<file path="config.mk">
export PLATFORM = sky130hd
export DESIGN_NAME = gap_skipping_scaled_guest_clock
export DESIGN_NICKNAME = d
export VERILOG_FILES = /design/src/rtl/core/gsgc_pkg.sv /design/src/rtl/core/gsgc_step.sv /design/src/rtl/core/gap_skipping_scaled_guest_clock.sv
export SDC_FILE = /design/constraint.sdc
export NUM_CORES = 2
export LEC_CHECK = 0
export CAP_MARGIN = 5
export CORE_MARGIN = 2
export CORE_UTILIZATION = 52
export DETAILED_ROUTE_END_ITERATION = 8
export DONT_BUFFER_PORTS = 1
export MAX_ROUTING_LAYER = met4
export PLACE_DENSITY = 0.78
export SLEW_MARGIN = 10
export SYNTH_ARGS = -nofsm -noshare
export SYNTH_HDL_FRONTEND = slang
export SYNTH_SLANG_ARGS = --single-unit
</file>
<file path="constraint.sdc">
create_clock -name clk_i -period 15.2 [get_ports clk_i]
set_input_delay 3.04 -clock clk_i [delete_from_list [all_inputs] [get_ports clk_i]]
set_output_delay 3.04 -clock clk_i [all_outputs]
set_load 0.005 [all_outputs]
</file>
<file path="src/rtl/core/gsgc_pkg.sv">
// Shared types, constants and helpers for the gap-skipping scaled guest clock.
package gsgc_pkg;

  localparam int unsigned SpeedWidth = 8;
  localparam int unsigned GapWidth   = 40;
  localparam int unsigned TimeWidth  = 64;
  localparam int unsigned CountWidth = 32;
  localparam int unsigned CfgWidth   = GapWidth;

  localparam logic [GapWidth-1:0] GapReset = GapWidth'(64'd250000000);

  localparam logic [1:0] ACT_ADVANCE   = 2'd0;
  localparam logic [1:0] ACT_PEEK      = 2'd1;
  localparam logic [1:0] ACT_SET_SPEED = 2'd2;

  localparam logic CFG_INITIAL_SPEED = 1'b0;
  localparam logic CFG_GAP_THRESHOLD = 1'b1;

  typedef struct packed {
    logic [1:0]            action;
    logic [TimeWidth-1:0]  host_ns;
    logic                  pause_request;
    logic [SpeedWidth-1:0] new_speed;
  } item_t;

  typedef struct packed {
    logic                  started;
    logic [TimeWidth-1:0]  last_host;
    logic [TimeWidth-1:0]  guest;
    logic [SpeedWidth-1:0] speed;
    logic [CountWidth-1:0] epoch;
    logic [CountWidth-1:0] gaps;
    logic [TimeWidth-1:0]  excluded;
    logic                  paused;
  } state_t;

  typedef struct packed {
    logic [TimeWidth-1:0]  guest_ns;
    logic [CountWidth-1:0] epoch;
    logic [CountWidth-1:0] gap_count;
    logic [TimeWidth-1:0]  excluded_ns;
    logic                  gap_seen;
    logic [TimeWidth-1:0]  gap_length_ns;
    logic                  is_paused;
    logic [SpeedWidth-1:0] speed_now;
  } result_t;

  // A multiplier of zero runs at unit speed.
  function automatic logic [SpeedWidth-1:0] norm_speed(input logic [SpeedWidth-1:0] s);
    return (s == '0) ? {{(SpeedWidth-1){1'b0}}, 1'b1} : s;
  endfunction

endpackage

</file>
<file path="src/rtl/core/gsgc_step.sv">
// Next-state and result logic for one transaction of the guest clock.
module gsgc_step (
  input  gsgc_pkg::item_t                     item_i,
  input  gsgc_pkg::state_t                    state_i,
  input  logic [gsgc_pkg::GapWidth-1:0]       gap_thr_i,
  output gsgc_pkg::state_t                    state_o,
  output logic                                write_o,
  output gsgc_pkg::result_t                   result_o
);

  logic [gsgc_pkg::TimeWidth-1:0] diff;
  logic [gsgc_pkg::TimeWidth-1:0] scaled;
  logic                           fwd;
  logic                           gap_hit;
  logic                           is_adv;
  logic                           gap;
  logic [gsgc_pkg::TimeWidth-1:0] gap_len;
  logic [gsgc_pkg::TimeWidth-1:0] peek_guest;
  gsgc_pkg::state_t               nx;

  assign diff    = item_i.host_ns - state_i.last_host;
  assign fwd     = item_i.host_ns > state_i.last_host;
  assign scaled  = diff * gsgc_pkg::TimeWidth'(state_i.speed);
  assign gap_hit = (gap_thr_i != '0) && (diff > gsgc_pkg::TimeWidth'(gap_thr_i));
  assign is_adv  = (item_i.action == gsgc_pkg::ACT_ADVANCE) ||
                   (item_i.action == gsgc_pkg::ACT_SET_SPEED);

  always_comb begin
    nx      = state_i;
    gap     = 1'b0;
    gap_len = '0;
    if (!state_i.started) begin
      nx.started   = 1'b1;
      nx.last_host = item_i.host_ns;
    end else if (item_i.pause_request != state_i.paused) begin
      // pause/resume edge: latch host time even if it went backward
      if (item_i.pause_request) begin
        if (fwd) nx.guest = state_i.guest + scaled;
        nx.paused = 1'b1;
      end else begin
        if (fwd) nx.excluded = state_i.excluded + diff;
        nx.paused = 1'b0;
        nx.epoch  = state_i.epoch + 1'b1;
      end
      nx.last_host = item_i.host_ns;
    end else if (!state_i.paused && fwd) begin
      nx.last_host = item_i.host_ns;
      if (gap_hit) begin
        nx.gaps     = state_i.gaps + 1'b1;
        nx.excluded = state_i.excluded + diff;
        nx.epoch    = state_i.epoch + 1'b1;
        gap         = 1'b1;
        gap_len     = diff;
      end else begin
        nx.guest = state_i.guest + scaled;
      end
    end
    if (item_i.action == gsgc_pkg::ACT_SET_SPEED) begin
      nx.speed = gsgc_pkg::norm_speed(item_i.new_speed);
      nx.epoch = nx.epoch + 1'b1;
    end
  end

  assign peek_guest = (state_i.started && !state_i.paused && fwd && !gap_hit) ?
                      (state_i.guest + scaled) : state_i.guest;

  assign state_o = is_adv ? nx : state_i;
  assign write_o = is_adv;

  always_comb begin
    result_o.guest_ns      = is_adv ? nx.guest : peek_guest;
    result_o.epoch         = state_o.epoch;
    result_o.gap_count     = state_o.gaps;
    result_o.excluded_ns   = state_o.excluded;
    result_o.gap_seen      = is_adv & gap;
    result_o.gap_length_ns = is_adv ? gap_len : '0;
    result_o.is_paused     = state_o.paused;
    result_o.speed_now     = state_o.speed;
  end

endmodule

</file>
<file path="src/rtl/core/gap_skipping_scaled_guest_clock.sv">
// Gap-skipping scaled guest clock: one transaction per cycle while the output is not stalled;
// a transaction passes the input register, then one pass through the step logic into the
// result register. The clock state is updated in that same pass, so the state loop (host
// delta subtract, 64x8 multiply by the current speed, 64-bit add) sets the clock
// frequency. An input transaction is taken while a finished result waits; the block
// stalls input only when both the input and result registers are full. Config writes
// take effect on the next cycle; a write to initial_speed also loads the current speed.
module gap_skipping_scaled_guest_clock (
  input  logic                                clk_i,
  input  logic                                rst_ni,
  input  logic                                cfg_we_i,
  input  logic                                cfg_idx_i,
  input  logic [gsgc_pkg::CfgWidth-1:0]       cfg_data_i,
  input  logic                                in_valid_i,
  output logic                                in_stall_o,
  input  logic [1:0]                          action_i,
  input  logic [gsgc_pkg::TimeWidth-1:0]      host_ns_i,
  input  logic                                pause_request_i,
  input  logic [gsgc_pkg::SpeedWidth-1:0]     new_speed_i,
  output logic                                out_valid_o,
  input  logic                                out_stall_i,
  output logic [gsgc_pkg::TimeWidth-1:0]      guest_ns_o,
  output logic [gsgc_pkg::CountWidth-1:0]     epoch_o,
  output logic [gsgc_pkg::CountWidth-1:0]     gap_count_o,
  output logic [gsgc_pkg::TimeWidth-1:0]      excluded_ns_o,
  output logic                                gap_seen_o,
  output logic [gsgc_pkg::TimeWidth-1:0]      gap_length_ns_o,
  output logic                                is_paused_o,
  output logic [gsgc_pkg::SpeedWidth-1:0]     speed_now_o
);

  gsgc_pkg::item_t               item_q;
  logic                          in_v_q;
  gsgc_pkg::state_t              state_q, state_d;
  logic [gsgc_pkg::GapWidth-1:0] gap_thr_q;
  gsgc_pkg::result_t             res_q, res_d;
  logic                          out_v_q;
  logic                          fire;
  logic                          accept;
  logic                          wr_state;

  assign fire       = in_v_q && (!out_v_q || !out_stall_i);
  assign in_stall_o = in_v_q && !fire;
  assign accept     = in_valid_i && !in_stall_o;

  gsgc_step u_step (
    .item_i    (item_q),
    .state_i   (state_q),
    .gap_thr_i (gap_thr_q),
    .state_o   (state_d),
    .write_o   (wr_state),
    .result_o  (res_d)
  );

  always_ff @(posedge clk_i or negedge rst_ni) begin
    if (!rst_ni) begin
      in_v_q  <= 1'b0;
      out_v_q <= 1'b0;
    end else begin
      in_v_q <= accept || (in_v_q && !fire);
      if (fire) begin
        out_v_q <= 1'b1;
      end else if (!out_stall_i) begin
        out_v_q <= 1'b0;
      end
    end
  end

  always_ff @(posedge clk_i) begin
    if (accept) begin
      item_q.action        <= action_i;
      item_q.host_ns       <= host_ns_i;
      item_q.pause_request <= pause_request_i;
      item_q.new_speed     <= new_speed_i;
    end
    if (fire) begin
      res_q <= res_d;
    end
  end

  always_ff @(posedge clk_i or negedge rst_ni) begin
    if (!rst_ni) begin
      state_q.started   <= 1'b0;
      state_q.last_host <= '0;
      state_q.guest     <= '0;
      state_q.speed     <= gsgc_pkg::norm_speed('0);
      state_q.epoch     <= '0;
      state_q.gaps      <= '0;
      state_q.excluded  <= '0;
      state_q.paused    <= 1'b0;
      gap_thr_q         <= gsgc_pkg::GapReset;
    end else begin
      if (fire && wr_state) begin
        state_q <= state_d;
      end
      if (cfg_we_i) begin
        case (cfg_idx_i)
          gsgc_pkg::CFG_INITIAL_SPEED: begin
            state_q.speed <= gsgc_pkg::norm_speed(cfg_data_i[gsgc_pkg::SpeedWidth-1:0]);
          end
          gsgc_pkg::CFG_GAP_THRESHOLD: begin
            gap_thr_q <= cfg_data_i[gsgc_pkg::GapWidth-1:0];
          end
          default: begin
          end
        endcase
      end
    end
  end

  assign out_valid_o     = out_v_q;
  assign guest_ns_o      = res_q.guest_ns;
  assign epoch_o         = res_q.epoch;
  assign gap_count_o     = res_q.gap_count;
  assign excluded_ns_o   = res_q.excluded_ns;
  assign gap_seen_o      = res_q.gap_seen;
  assign gap_length_ns_o = res_q.gap_length_ns;
  assign is_paused_o     = res_q.is_paused;
  assign speed_now_o     = res_q.speed_now;

endmodule

</file>
==> reports/metrics.yaml <==
status: "finished clean"
post-place-ws_ps: 5050
postCtsSetupRepairBufs: 0
ios: 389
grt_start_max_net_pins: 309
cts_tree: "yes"
die_w_um: 319
yosysTopAreaCell: "edfxtp_1"
cp.required_ps: 15620
netlist.area_leader.share: 0.198
nFillCells: 8453
grt_usage: 0.318
tightest_slew_ps: 1290
synth.most_common_cell: "inv_1"
netlist-cell-type-count: 88
routed_wirelength_um: 156000
ys.flop_type: "edfxtp_1"
rsz0062_at_grt: "false"
initial_utilization: 0.525
cts_buffers: 74
synthTopCellsByCount: "inv_1 (686), nand2_1 (648), fa_1 (412), edfxtp_1 (341), and2_1 (326)"
cp_top_family: "compound AO/OA/AOI/OAI gates"
crit_buf_inv: 3
end_kind: "flop"
htree_levels: 3
finalMaxSlewViolations: 0
start_kind: "flop"
layout-drive-gt1-share: 0.0947
antenna_found_initial: 23
core_area_sq_um: 98400
first_pass_iters: 6
grt_overflow_total: 0
max_slew_margin: 0.138
cap_viol_max_count: 0
via_per_inst: 5.95
final_nets: 6007
drt-initial-drc-count: 3799
cts-root-buf: "clkbuf_16"
crit_type: "flop to flop"
synth.area.top_cells: "edfxtp_1 (20%), fa_1 (16%), dfrtp_1 (14%)"
cp_slowest_cell: "xor2_1"
ant_nets: 0
fin_skew_ps: 50.5
synth_cells: 5289
syn-num-nets: 6065
path_max_fanout: 11
clock_tree.buffer_depth: 3
area_delta_synth_final_pct: 7.96
fin_area_sq_um: 55800
synth-edff-count: 341
hold_class: "flop to flop"
finalCritPeriodShare: 0.691
utilization: 0.567
die_area_sq_um: 102000
yosys_warnings: 0
hold_viol: 0
cp.arrival_ps: 10930
syn_area_per_cell_sq_um: 9.78
die_h_um: 319
hpwlAfterDp_um: 115000
final-seq-area_sq_um: 18000
dpl-instance-area_sq_um: 53200
rows: 115
cts_sinks: 649
synthArstFlopShare: 0.475
grt_pass1_wl_um: 239000
cts_hold_buf: 0
dr_total_vias: 39300
synth_area_sq_um: 51700
cts.repair.resized: 0
io_buffers: 0
ys_ff_latch: 649
seq_area_frac_synth: 0.347
insertion_delay_ps: 700
grt_pass1_vias: 39000
timing.final.ws_setup_ps: 4700
multi_input_area_sq_um: 30400
clk_pin_slew_worst_paths_ps: 70
fin_crit_ps: 10500
setup_violations: 0
drc: 0
slowest_delay_ps: 1020
gp_congestion: 0.981
wire_per_inst_um: 23.7
final.setup.tns_ps: 0
max_clock_freq_mhz: 95.2
==> state kept, by name, summed over array words and instances (netlist names) <==
signal,cells
in_v_q,1
gap_seen_o,1
gap_length_ns_o,64
gap_count_o,32
epoch_o,32
out_valid_o,1
gap_thr_q,40
excluded_ns_o,64
state_q,266
speed_now_o,8
guest_ns_o,64
item_q,75
is_paused_o,1
==> per-layer routing <==
| metal | global-route usage | vias to the layer above | part of all wire |
|---|---|---|---|
| met5 | - | - | 0 |
| met4 | 0.133 | 0 | 0.047 |
| met3 | 0.0702 | 330 | 0.094 |
| met2 | 0.483 | 1829 | 0.45 |
| met1 | 0.412 | 19500 | 0.41 |
| li1 | - | 17600 | - |
==> cell type report <==
type / instances / area share
clock inverter: 53 / 0.0121
multi-input combinational: 3729 / 0.544
clock buffer: 85 / 0.0343
timing repair buffer: 89 / 0.0120
inverter: 688 / 0.0463
sequential: 649 / 0.322
tap: 1287 / 0.0288
antenna: 14 / 0.000627
==> logic make-up (layout without fill, tap and decap cells) <==
family,Yosys count,count (layout),synth area share
flops,649,649,0.347
simple gates,1652,1652,0.157
fa+ha+maj,655,655,0.218
xor+xnor,297,297,0.0503
mux,231,231,0.0500
buf+inv,911,915,0.0672
compound gates,894,894,0.109
other cells,0,14,0
==> metrics by stage <==
stage | hold slack (ps) | instances
2_1_floorplan | 459 | 5289
3_3_place_gp | 472 | 6442
3_5_place_dp | 481 | 6442
4_1_cts | 493 | 6580
5_1_grt | 520 | 6591
6_report | 490 | 6594
==> worst paths after layout <==
path / start / endpoint / slack (ps) / cells after the start
max: item_q[10]$_DFFE_PP_ / guest_ns_o[63]$_DFFE_PP_ / 4700 / 34
min: state_q[64]$_DFFE_PN0P_ / state_q[64]$_DFFE_PN0P_ / 490 / 1
max reg2reg: item_q[10]$_DFFE_PP_ / guest_ns_o[63]$_DFFE_PP_ / 4700 / 34
min reg2reg: state_q[64]$_DFFE_PN0P_ / state_q[64]$_DFFE_PN0P_ / 490 / 1
max in group asynchronous: rst_ni / state_q[130]$_DFF_PN0_ / 12440 / 0
min in group asynchronous: rst_ni / state_q[257]$_DFFE_PN0P_ / 2100 / 0
==> cell usage in the layout (no fill, tap or decap), drive strengths merged, types with 32 or more instances in the layout <==
cell type  Yosys  routed
inv          686     695
edfxtp       341     341
a21o         137     137
o21ai        243     243
nand2        648     648
dfrtp        294     294
nand2b        39      39
o21a          33      33
and2         329     329
buf           42      89
fa           412     412
nor4          50      50
xor2         103     103
nand3         93      93
o21bai        32      32
xnor2        194     194
nand4         71      71
ha           243     243
a21oi        238     238
clkbuf       181      85
and3          41      41
nor3          61      61
mux2         220     220
nor2         217     217
Power is not shown: default switching activity piles up to over one toggle a cycle in this logic, so the estimate is an artifact.
